<file path="src/hdl/atkr_pkg.sv">
// atkr_pkg: shared types and constants for the axis-to-key repeat block.
// No dependencies; imported by every module of the block.
package atkr_pkg;

   localparam int SAMPLE_W  = 16;
   localparam int TIME_W    = 32;
   localparam int KEY_W     = 2;
   localparam int CSR_IDX_W = 2;
   localparam int CSR_W     = 16;
   localparam int REQ_W     = 2 * SAMPLE_W + TIME_W;   // 64, whole bytes
   localparam int RSP_W     = 8;                       // key code padded to a byte

   // key codes
   localparam logic [KEY_W-1:0] KEY_LEFT  = 2'd0;
   localparam logic [KEY_W-1:0] KEY_RIGHT = 2'd1;
   localparam logic [KEY_W-1:0] KEY_UP    = 2'd2;
   localparam logic [KEY_W-1:0] KEY_DOWN  = 2'd3;

   // axis direction, two's complement
   localparam logic [1:0] DIR_REST = 2'd0;
   localparam logic [1:0] DIR_POS  = 2'd1;
   localparam logic [1:0] DIR_NEG  = 2'd3;

   localparam logic [TIME_W-1:0] MARK_IDLE = 32'h7FFF_FFFF;

   // register indexes
   localparam logic [CSR_IDX_W-1:0] CSR_TRIGGER  = 2'd0;
   localparam logic [CSR_IDX_W-1:0] CSR_RELAX    = 2'd1;
   localparam logic [CSR_IDX_W-1:0] CSR_DELAY    = 2'd2;
   localparam logic [CSR_IDX_W-1:0] CSR_INTERVAL = 2'd3;

   // reset values: 0.5 and 0.35 of full scale, 400 ms, 200 ms
   localparam logic [14:0] TRIGGER_RST  = 15'd16383;
   localparam logic [15:0] RELAX_RST    = 16'd11469;
   localparam logic [15:0] DELAY_RST    = 16'd400;
   localparam logic [15:0] INTERVAL_RST = 16'd200;

   typedef struct packed {
      logic [14:0] trigger_level;
      logic [15:0] relax_level;
      logic [15:0] repeat_delay_ms;
      logic [15:0] repeat_interval_ms;
   } cfg_type;

   typedef struct packed {
      logic [1:0]        dir;
      logic              repeating;
      logic [TIME_W-1:0] mark;
   } axis_state_type;

   typedef struct packed {
      logic             fire;
      logic [KEY_W-1:0] code;
   } axis_event_type;

endpackage

</file>
<file path="src/hdl/atkr_axis.sv">
// atkr_axis: one stick axis, hysteresis plus typematic repeat, pure logic.
// Depends on atkr_pkg.
module atkr_axis (
   input  atkr_pkg::cfg_type                 cfg,
   input  logic signed [atkr_pkg::SAMPLE_W-1:0] sample,
   input  logic [atkr_pkg::TIME_W-1:0]       now_ms,
   input  logic                              is_y,
   input  atkr_pkg::axis_state_type          cur,
   output atkr_pkg::axis_state_type          nxt,
   output atkr_pkg::axis_event_type          evt
);
   import atkr_pkg::*;

   logic signed [SAMPLE_W:0] s_ext;
   logic signed [SAMPLE_W:0] t_ext;
   logic [SAMPLE_W:0]        mag;
   logic [TIME_W-1:0]        elapsed;
   logic [KEY_W-1:0]         neg_key;
   logic [KEY_W-1:0]         pos_key;

   assign s_ext   = {sample[SAMPLE_W-1], sample};
   assign t_ext   = {2'b00, cfg.trigger_level};
   assign mag     = sample[SAMPLE_W-1] ? 17'(-s_ext) : 17'(s_ext);
   assign elapsed = now_ms - cur.mark;
   assign neg_key = is_y ? KEY_UP : KEY_LEFT;
   assign pos_key = is_y ? KEY_DOWN : KEY_RIGHT;

   always_comb begin
      nxt      = cur;
      evt.fire = 1'b0;
      evt.code = pos_key;
      if (cur.dir != DIR_REST) begin
         if (mag < {1'b0, cfg.relax_level}) begin
            nxt.dir       = DIR_REST;
            nxt.repeating = 1'b0;
            nxt.mark      = MARK_IDLE;
         end else if ((cur.repeating && elapsed > {16'd0, cfg.repeat_interval_ms}) ||
                      elapsed > {16'd0, cfg.repeat_delay_ms}) begin
            // interval test first, delay test as fallback; both refire
            if (!(cur.repeating && elapsed > {16'd0, cfg.repeat_interval_ms}))
               nxt.repeating = 1'b1;
            nxt.mark = now_ms;
            // unused code 2 refreshes the mark but sends nothing
            if (cur.dir == DIR_NEG) begin
               evt.fire = 1'b1;
               evt.code = neg_key;
            end else if (cur.dir == DIR_POS) begin
               evt.fire = 1'b1;
               evt.code = pos_key;
            end
         end
      end else if (s_ext < -t_ext) begin
         nxt.dir  = DIR_NEG;
         nxt.mark = now_ms;
         evt.fire = 1'b1;
         evt.code = neg_key;
      end else if (s_ext > t_ext) begin
         nxt.dir  = DIR_POS;
         nxt.mark = now_ms;
         evt.fire = 1'b1;
         evt.code = pos_key;
      end
   end

endmodule

</file>
<file path="src/hdl/axis_to_key_repeat.sv">
// axis_to_key_repeat: joystick X/Y samples to direction-key words with repeat.
// Path: a request word passes the input register, then the result buffer, before
// its first key word is offered on rsp; a full buffer holds it in the input register.
// Throughput: one request per cycle while the buffer has room; a poll that fires both
// axes fills both slots of the two-slot result buffer, so the rate is set by rsp drain.
// Reset (synchronous, high): axes at rest, registers at defaults, buffers empty.
// Depends on atkr_pkg and atkr_axis.
module axis_to_key_repeat (
   input  logic                              clock,
   input  logic                              reset,
   // request: tdata = x_sample[15:0], y_sample[31:16], now_ms[63:32]
   input  logic                              req_tvalid,
   output logic                              req_tready,
   input  logic [atkr_pkg::REQ_W-1:0]        req_tdata,
   input  logic                              req_tuser,   // enabled
   // response: tdata = key_code[1:0], zeros above
   output logic                              rsp_tvalid,
   input  logic                              rsp_tready,
   output logic [atkr_pkg::RSP_W-1:0]        rsp_tdata,
   output logic                              rsp_tlast,   // last_event
   // register writes
   input  logic                              csr_valid,
   output logic                              csr_ready,
   input  logic [atkr_pkg::CSR_IDX_W-1:0]    csr_index,
   input  logic [atkr_pkg::CSR_W-1:0]        csr_data
);
   import atkr_pkg::*;

   // ---------------- configuration registers ----------------
   cfg_type cfg_ff, cfg_in;

   assign csr_ready = 1'b1;   // never stalls; a write lands in cfg_ff at the next clock edge

   always_comb begin
      cfg_in = cfg_ff;
      if (csr_valid) begin
         case (csr_index)
            CSR_TRIGGER:  cfg_in.trigger_level      = csr_data[14:0];
            CSR_RELAX:    cfg_in.relax_level        = csr_data;
            CSR_DELAY:    cfg_in.repeat_delay_ms    = csr_data;
            CSR_INTERVAL: cfg_in.repeat_interval_ms = csr_data;
            default:      cfg_in = cfg_ff;
         endcase
      end
   end

   always_ff @(posedge clock) begin
      if (reset) begin
         cfg_ff.trigger_level      <= TRIGGER_RST;
         cfg_ff.relax_level        <= RELAX_RST;
         cfg_ff.repeat_delay_ms    <= DELAY_RST;
         cfg_ff.repeat_interval_ms <= INTERVAL_RST;
      end else begin
         cfg_ff <= cfg_in;
      end
   end

   // ---------------- input register ----------------
   logic              req_valid_ff;
   logic [REQ_W-1:0]  req_data_ff;
   logic              req_en_ff;
   logic              commit;

   // stage frees up in the same cycle it hands its events to the buffer
   assign req_tready = !req_valid_ff || commit;

   always_ff @(posedge clock) begin
      if (reset)
         req_valid_ff <= 1'b0;
      else if (req_tready)
         req_valid_ff <= req_tvalid;
   end

   always_ff @(posedge clock) begin
      if (req_tvalid && req_tready) begin
         req_data_ff <= req_tdata;
         req_en_ff   <= req_tuser;
      end
   end

   // ---------------- per-axis state and update ----------------
   axis_state_type x_ff, x_in, y_ff, y_in;
   axis_event_type x_evt, y_evt;

   atkr_axis u_axis_x (
      .cfg    (cfg_ff),
      .sample (req_data_ff[SAMPLE_W-1:0]),
      .now_ms (req_data_ff[REQ_W-1:2*SAMPLE_W]),
      .is_y   (1'b0),
      .cur    (x_ff),
      .nxt    (x_in),
      .evt    (x_evt)
   );

   atkr_axis u_axis_y (
      .cfg    (cfg_ff),
      .sample (req_data_ff[2*SAMPLE_W-1:SAMPLE_W]),
      .now_ms (req_data_ff[REQ_W-1:2*SAMPLE_W]),
      .is_y   (1'b1),
      .cur    (y_ff),
      .nxt    (y_in),
      .evt    (y_evt)
   );

   // disabled polls leave state alone and fire nothing
   logic      fire_x, fire_y;
   logic      upd;
   logic [1:0] n_new;

   assign fire_x = req_en_ff && x_evt.fire;
   assign fire_y = req_en_ff && y_evt.fire;
   assign n_new  = {1'b0, fire_x} + {1'b0, fire_y};
   assign upd    = commit && req_en_ff;

   always_ff @(posedge clock) begin
      if (reset) begin
         x_ff <= '{dir: DIR_REST, repeating: 1'b0, mark: MARK_IDLE};
         y_ff <= '{dir: DIR_REST, repeating: 1'b0, mark: MARK_IDLE};
      end else if (upd) begin
         x_ff <= x_in;
         y_ff <= y_in;
      end
   end

   // ---------------- two-slot result buffer ----------------
   logic [KEY_W-1:0] slot_code_ff [2];
   logic [KEY_W-1:0] slot_code_in [2];
   logic             slot_last_ff [2];
   logic             slot_last_in [2];
   logic [1:0]       cnt_ff, cnt_in;
   logic             pop;
   logic [1:0]       held;
   logic [2:0]       total;
   logic [KEY_W-1:0] e0_code, e1_code;

   assign pop   = rsp_tvalid && rsp_tready;
   assign held  = cnt_ff - {1'b0, pop};
   assign total = {1'b0, held} + {1'b0, n_new};

   // fits if what stays plus the new words is at most two
   assign commit = req_valid_ff && (total <= 3'd2);

   // X word goes first; the last word of the poll carries tlast
   assign e0_code = fire_x ? x_evt.code : y_evt.code;
   assign e1_code = y_evt.code;

   always_comb begin
      slot_code_in = slot_code_ff;
      slot_last_in = slot_last_ff;
      if (pop) begin
         slot_code_in[0] = slot_code_ff[1];
         slot_last_in[0] = slot_last_ff[1];
      end
      if (commit && n_new != 2'd0) begin
         slot_code_in[held[0]] = e0_code;
         slot_last_in[held[0]] = (n_new == 2'd1);
         if (n_new == 2'd2) begin
            slot_code_in[1] = e1_code;   // held is zero here
            slot_last_in[1] = 1'b1;
         end
      end
      cnt_in = commit ? total[1:0] : held;
   end

   always_ff @(posedge clock) begin
      if (reset)
         cnt_ff <= 2'd0;
      else
         cnt_ff <= cnt_in;
   end

   always_ff @(posedge clock) begin
      slot_code_ff <= slot_code_in;
      slot_last_ff <= slot_last_in;
   end

   assign rsp_tvalid = (cnt_ff != 2'd0);
   assign rsp_tdata  = {{(RSP_W-KEY_W){1'b0}}, slot_code_ff[0]};
   assign rsp_tlast  = slot_last_ff[0];

endmodule

</file>
<file path="config.mk">
export PLATFORM = sky130hd
export DESIGN_NAME = axis_to_key_repeat
export DESIGN_NICKNAME = d
export VERILOG_FILES = /design/src/hdl/atkr_pkg.sv /design/src/hdl/atkr_axis.sv /design/src/hdl/axis_to_key_repeat.sv
export SDC_FILE = /design/constraint.sdc
export NUM_CORES = 1
export LEC_CHECK = 0
export ABC_AREA = 0
export BUFFER_PORTS_ARGS = -buffer_cell sky130_fd_sc_hd__buf_2
export CORE_AREA = 2 2 168 170
export DETAILED_ROUTE_END_ITERATION = 10
export DIE_AREA = 0 0 170 172
export GPL_TIMING_DRIVEN = 0
export PLACE_DENSITY = 0.9
export SKIP_LAST_GASP = 1
export SLEW_MARGIN = 20
export SYNTH_ARGS = -nofsm -noshare
export SYNTH_HDL_FRONTEND = slang
export SYNTH_SLANG_ARGS = --single-unit
</file>
<file path="constraint.sdc">
create_clock -name clock -period 13.3 [get_ports clock]
set_input_delay 0.665 -clock clock [delete_from_list [all_inputs] [get_ports clock]]
set_output_delay 0.665 -clock clock [all_outputs]
set_load 0.03 [all_outputs]
</file>
**After elaboration in Yosys (flattened, before gate mapping)**

Cells that the tools add are included.

- Add/subtract/negate cells: 8
- Multiply operators: 0
- Divide/modulo/power cells: 0
- Magnitude comparators: 13
- Equality and inequality tests: 15
- Shift-type cells: 0
- Multiplexer cells: 50
- Bitwise logic cells: 1
- Reductions and logical operators: 33

Operators by type and width:

| kind | count |
|---|---|
| $mux 32 | 6 |
| $mux 33 | 4 |
| $gt 32x16->1 | 4 |
| $sub 32x32->32 | 2 |
| $mux 3 | 14 |
| $lt 16x17->1 | 2 |
| $lt 17x16->1 | 2 |
| $mux 17 | 2 |
| $neg 16->17 | 2 |
| $gt 16x16->1 | 2 |
| $mux 2 | 14 |
| $neg 15->17 | 1 |
| $reduce_and 3->1 | 4 |
| $reduce_bool 2->1 | 6 |
| $eq 2x2->1 const B | 5 |
| $logic_and 1x1->1 | 10 |
| $eq 2x1->1 const B | 4 |
| $reduce_and 2->1 | 4 |
| $reduce_and 4->1 | 2 |
| $ne 3x3->1 const B | 2 |
| $reduce_bool 3->1 | 2 |
| $mux 1 | 5 |
| $bwmux 4 | 1 |
| $mux 4 | 1 |
| 15 further kinds | 19 |

- Bits in registers: 207
- Latch bits: 0
- Memory bits (writable): 0
- Memory bits (read-only): 0
- Logic and storage cells: 138
- Memories: 0

**Depth between registers and ports, before layout**

- Word-level depth: 14
- Mapped depth: 31
- Gate-level depth less buffers: 30

**Hierarchy**

Synthesis repeated with hierarchy kept, for this count alone.

- Cells, all modules: 2227
- Area, all modules: 18104.9 µm²

Modules (own cells, without submodules):

| module | times used | cells an instance | area an instance (µm²) |
|---|---|---|---|
| axis_to_key_repeat | 1 | 699 | 7683.6 |
| atkr_axis (u_axis_y) | 1 | 752 | 5225.0 |
| atkr_axis (u_axis_x) | 1 | 776 | 5196.2 |

**Worst setup path before layout**

OpenSTA, ideal clock, no wires.

- Path kind: register to register
- Start point: register req_data_ff[38]
- End point: register req_data_ff[0], enable pin
- Setup time: 0.430 ns
- Data arrival time: 7.195 ns
- Data required time: 12.870 ns
- Path slack: 5.675 ns
- Cell stages (with the launch flop): 25
- Clock period less this slack: 7.625 ns
- Cell sequence: edfxtp_1 ha_1 a21oi_1 o21ai_0 a21o_1 or2_2 xor2_1 ha_1 a21o_1 a21o_1 a21oi_1 o21ai_0 nand2_1 nand4_1 or4_4 nor3_1 nand4_1 a31o_1 and3_1 ha_1 ha_1 fa_1 a21oi_1 nand2b_1 and2_1

- Cells in the longest elaborated chain, start to end: 14

Ends and longest elaborated chain:

| element | line | text |
|---|---|---|
| start: declaration | axis_to_key_repeat.sv:60 | `logic [REQ_W-1:0] req_data_ff;` |
| start signal: assignment | axis_to_key_repeat.sv:76 | `req_data_ff <= req_tdata;` |
| $sub 32x32->32 | atkr_axis.sv:24 | `assign elapsed = now_ms - cur.mark;` |
| $gt 32x16->1 | atkr_axis.sv:37 | `end else if ((cur.repeating && elapsed > {16'd0, cfg.repeat_interval_ms}) \|\|` |
| $logic_and 1x1->1 | atkr_axis.sv:37 |  |
| $logic_or 1x1->1 | atkr_axis.sv:37 |  |
| $mux 3 | atkr_axis.sv:37 |  |
| $mux 3 | atkr_axis.sv:33 | `if (mag < {1'b0, cfg.relax_level}) begin` |
| $mux 3 | atkr_axis.sv:32 | `if (cur.dir != DIR_REST) begin` |
| $logic_and 1x1->1 (on tied branches) | axis_to_key_repeat.sv:110, axis_to_key_repeat.sv:111 |  |
| $add 1x1->2 * | axis_to_key_repeat.sv:112 | `assign n_new = {1'b0, fire_x} + {1'b0, fire_y};` |
| $add 2x2->3 * | axis_to_key_repeat.sv:138 | `assign total = {1'b0, held} + {1'b0, n_new};` |
| $le 3x2->1 * | axis_to_key_repeat.sv:141 | `assign commit = req_valid_ff && (total <= 3'd2);` |
| $logic_and 1x1->1 * | axis_to_key_repeat.sv:141 |  |
| $logic_or 1x1->1 * | axis_to_key_repeat.sv:65 | `assign req_tready = !req_valid_ff \|\| commit;` |
| via req_tready | axis_to_key_repeat.sv:13 | `output logic req_tready,` |
| $logic_and 1x1->1 * | axis_to_key_repeat.sv:75 | `if (req_tvalid && req_tready) begin` |

Mark *: on every way through the listed nets, which the timed path passes. The rest lies on a longest branch.
A chain may end at the register's enable or synchronous reset.

**Worst setup path in the final report**

- Start point: register req_data_ff[35]
- End point: register y_ff[31] (netlist name)

- Cells in the longest elaborated chain, start to end: 14

Ends and longest elaborated chain:

| element | line | text |
|---|---|---|
| $sub 32x32->32 | atkr_axis.sv:24 |  |
| $gt 32x16->1 | atkr_axis.sv:37 |  |
| $logic_and 1x1->1 | atkr_axis.sv:37 |  |
| $logic_or 1x1->1 | atkr_axis.sv:37 |  |
| $mux 3 | atkr_axis.sv:37 |  |
| $mux 3 | atkr_axis.sv:33 |  |
| $mux 3 | atkr_axis.sv:32 |  |
| $logic_and 1x1->1 (on tied branches) | axis_to_key_repeat.sv:110, axis_to_key_repeat.sv:111 |  |
| $add 1x1->2 | axis_to_key_repeat.sv:112 |  |
| $add 2x2->3 | axis_to_key_repeat.sv:138 |  |
| $le 3x2->1 | axis_to_key_repeat.sv:141 |  |
| $logic_and 1x1->1 | axis_to_key_repeat.sv:141 |  |
| $logic_and 1x1->1 | axis_to_key_repeat.sv:113 | `assign upd = commit && req_en_ff;` |
| $reduce_and 3->1 (no source line) * | - |  |
| end signal: assignment | axis_to_key_repeat.sv:118 | `y_ff <= '{dir: DIR_REST, repeating: 1'b0, mark: MARK_IDLE};` |
| end signal: assignment | axis_to_key_repeat.sv:121 | `y_ff <= y_in;` |
| end: declaration | axis_to_key_repeat.sv:82 | `axis_state_type x_ff, x_in, y_ff, y_in;` |

Every way passes the cells marked *; elsewhere a longest branch is shown, timed or not.

==> flow_summary.ini <==
[critical_path]
required_ps = 13750
worst-endpoint-arrival_ps = 8930
cp-start-kind = flop
crit_fanout = 10
critPathMaxStageDelay_ps = 910
path_class = reg2reg
critPathSlowestCell = a31oi_1
endpoint_kind = flop
path_common_cell = ha_1

[pwr]
irDropWorstVdd_mv = 0.1888
power_density_nw_per_um2 = 157.8
p_total_mw = 2.844
leakagePower_nw = 8.114

[cts]
cts.root.buffer_cell = clkbuf_16
cts-buffers-inserted = 24
htreeDepth = 1
cts.clk_slew.worst_paths_ps = 60
cts_sinks = 207
cts_resized = 0
clk_latency_ps = 530
cts_setup_buffers = 0
hold_buffers = 0
cts_buffer_depth = 3
cts_tree = done

[timing]
hold_viol = 0
rsz0062_at_grt = false
skew_ps = 13.88
whs_ps = 308.5
finalSetupTns_ps = 0
fin_crit_sh = 0.6374
tightest_slew_ps = 1178
finalSetupViolations = 0
fmax_mhz = 118.0
drv_slew = 0
period_minus_slack_ps = 8478
max_slew_margin = 0.2109

[grt]
grt_usage = 0.3129
antenna_found_initial = 1
grt_max_degree = 34
grt_pass1_wl_mm = 72.81
first_global_vias = 14280
globalRouteOverflowTotal = 0

[placed_design]
gp_congestion = 0.9676
dp_hpwl_mm = 36.57
port_buffers = 91

[cells_and_area]
diodes = 0
mostFrequentLayoutCells = ha_1, nand2_1, a21oi_1
nets = 2374
fill_cells = 2299
area_delta_synth_final_pct = 10.91
drive_gt1_frac = 0.09976
final_common_cell = ha_1

[route]
ant_nets = 0
avgRoutedWirePerCell_um = 18.92
first_pass_iters = 5
num_vias = 15040
vias_per_cell = 6.211
drc = 0
drtIter0Drc = 1571
wl_mm = 45.79

[yosys]
synth.distinct_cells = 85
ys_ff_latch = 207
async_reset_ff_frac = 0
synth_seq_area_share = 0.2968
synthCells = 1935
synth_edf_count = 68
ys.warnings.count = 0
synth_top_flop_cell = dfxtp_1
avgSynthCellArea_um2 = 8.400
syn-cell-area_um2 = 16250

[die]
die_h_um = 172
core_um2 = 27480
boundaryPins = 100
die-area_um2 = 29240
rows = 61
start_util = 0.5916
die_w_um = 170

[min_path]
holdCritPathClass = in2reg

[run]
cap_violations = 0

[outcome]
status = complete, no violations
-- where the power goes --
part           switching, mW  internal (mW)
Clock                  0.272          0.428
Combinational          0.785          0.514
Sequential            0.0901          0.755
-- area by class of cell --
| cell class | instances | area, µm² | area share |
|---|---|---|---|
| clock inverters | 8 | 97.59 | 0.005414 |
| well taps | 346 | 432.9 | 0.02401 |
| inverters | 158 | 593.1 | 0.03290 |
| multi-input cells | 1487 | 10400 | 0.5766 |
| repair buffers | 92 | 475.5 | 0.02637 |
| plain buffers | 88 | 462.9 | 0.02568 |
| clock buffers | 35 | 745.7 | 0.04137 |
| flip-flops and latches | 207 | 4825 | 0.2676 |
-- stage by stage --
stage               setup WS [ps]    util  cells  instance area [µm²]
floorplan                    5675       -   1940                16270
global placement             4365  0.6246   2377                17160
detailed placement           5161  0.6254   2378                17180
CTS                          5086  0.6561   2421                18030
global route                 4294  0.6561   2421                18030
finish                       4822  0.6561   2421                18030
-- state kept, by name, indices dropped and copies added (netlist names), named ones only --
register / cells
rsp_tdata: 2
y_ff: 35
slot_code_ff: 1
req_en_ff: 1
cnt_ff: 2
slot_last_ff: 1
req_data_ff: 64
x_ff: 35
rsp_tlast: 1
req_valid_ff: 1
cfg_ff: 63
-- critical path: cells and delay by family, from the launching register on --
| kind | cells | cell delay, ps |
|---|---|---|
| AOI/OAI and AO/OA | 12 | 3670 |
| adders and majority gates | 5 | 1850 |
| and+or+nand+nor | 7 | 1410 |
| buffers and inverters | 2 | 530 |
| DFF | 1 | 480 |
| xor gates and xnor gates | 1 | 450 |
-- final timing paths --
path,from,end,slack [ps],cells after the start
max,req_data_ff[35],y_ff[31],4820,27
min,req_tdata[16],req_data_ff[16],310,1
max reg2reg,req_data_ff[35],y_ff[31],4820,27
min reg2reg,cfg_ff[19],cfg_ff[19],460,2
-- cells in the mapped netlist, types with 15 or more instances --
cell        n  area share
clkbuf_1   47       0.011
dfxtp_1   139        0.17
a21oi_1   183       0.056
xor2_1     16      0.0086
buf_2      19      0.0059
inv_1     157       0.036
ha_1      225        0.17
nand4_1    41       0.016
o21ai_1    73       0.022
nand2b_1   22      0.0085
edfxtp_1   68        0.13
nor2_1     83       0.019
nor2b_1    18      0.0069
o21ai_0    55       0.017
o211ai_1   40       0.018
xnor2_1    69       0.037
a21o_1     50       0.023
and2_1     34       0.013
nand3_1    38       0.012
nor3b_1    33       0.015
o21a_1     23       0.011
o31ai_1    15      0.0069
nor4_1     44       0.017
nand2_1   206       0.048
nor3_1     31      0.0095
-- kinds of logic (layout without fill, tap and decap cells) --
| group | after synthesis | count (layout) | share of synthesized area |
|---|---|---|---|
| flip-flops | 207 | 207 | 0.2968 |
| adder cells (fa/ha/maj) | 228 | 228 | 0.1769 |
| buffers and inverters | 246 | 381 | 0.06497 |
| XOR/XNOR | 85 | 85 | 0.04580 |
| AND/OR/NAND/NOR | 603 | 603 | 0.1909 |
| multiplexers | 11 | 11 | 0.006928 |
| AO/OA/AOI/OAI | 553 | 553 | 0.2172 |
| other | 2 | 7 | 0.0004620 |
-- routing by layer --
layer / GRT usage / wire, µm
met5: 0 / 0
met4: 0.1390 / 2181
met3: 0.04166 / 3421
met2: 0.5102 / 20250
met1: 0.4167 / 19940
No activity file was read; power rests on OpenSTA's default activity.
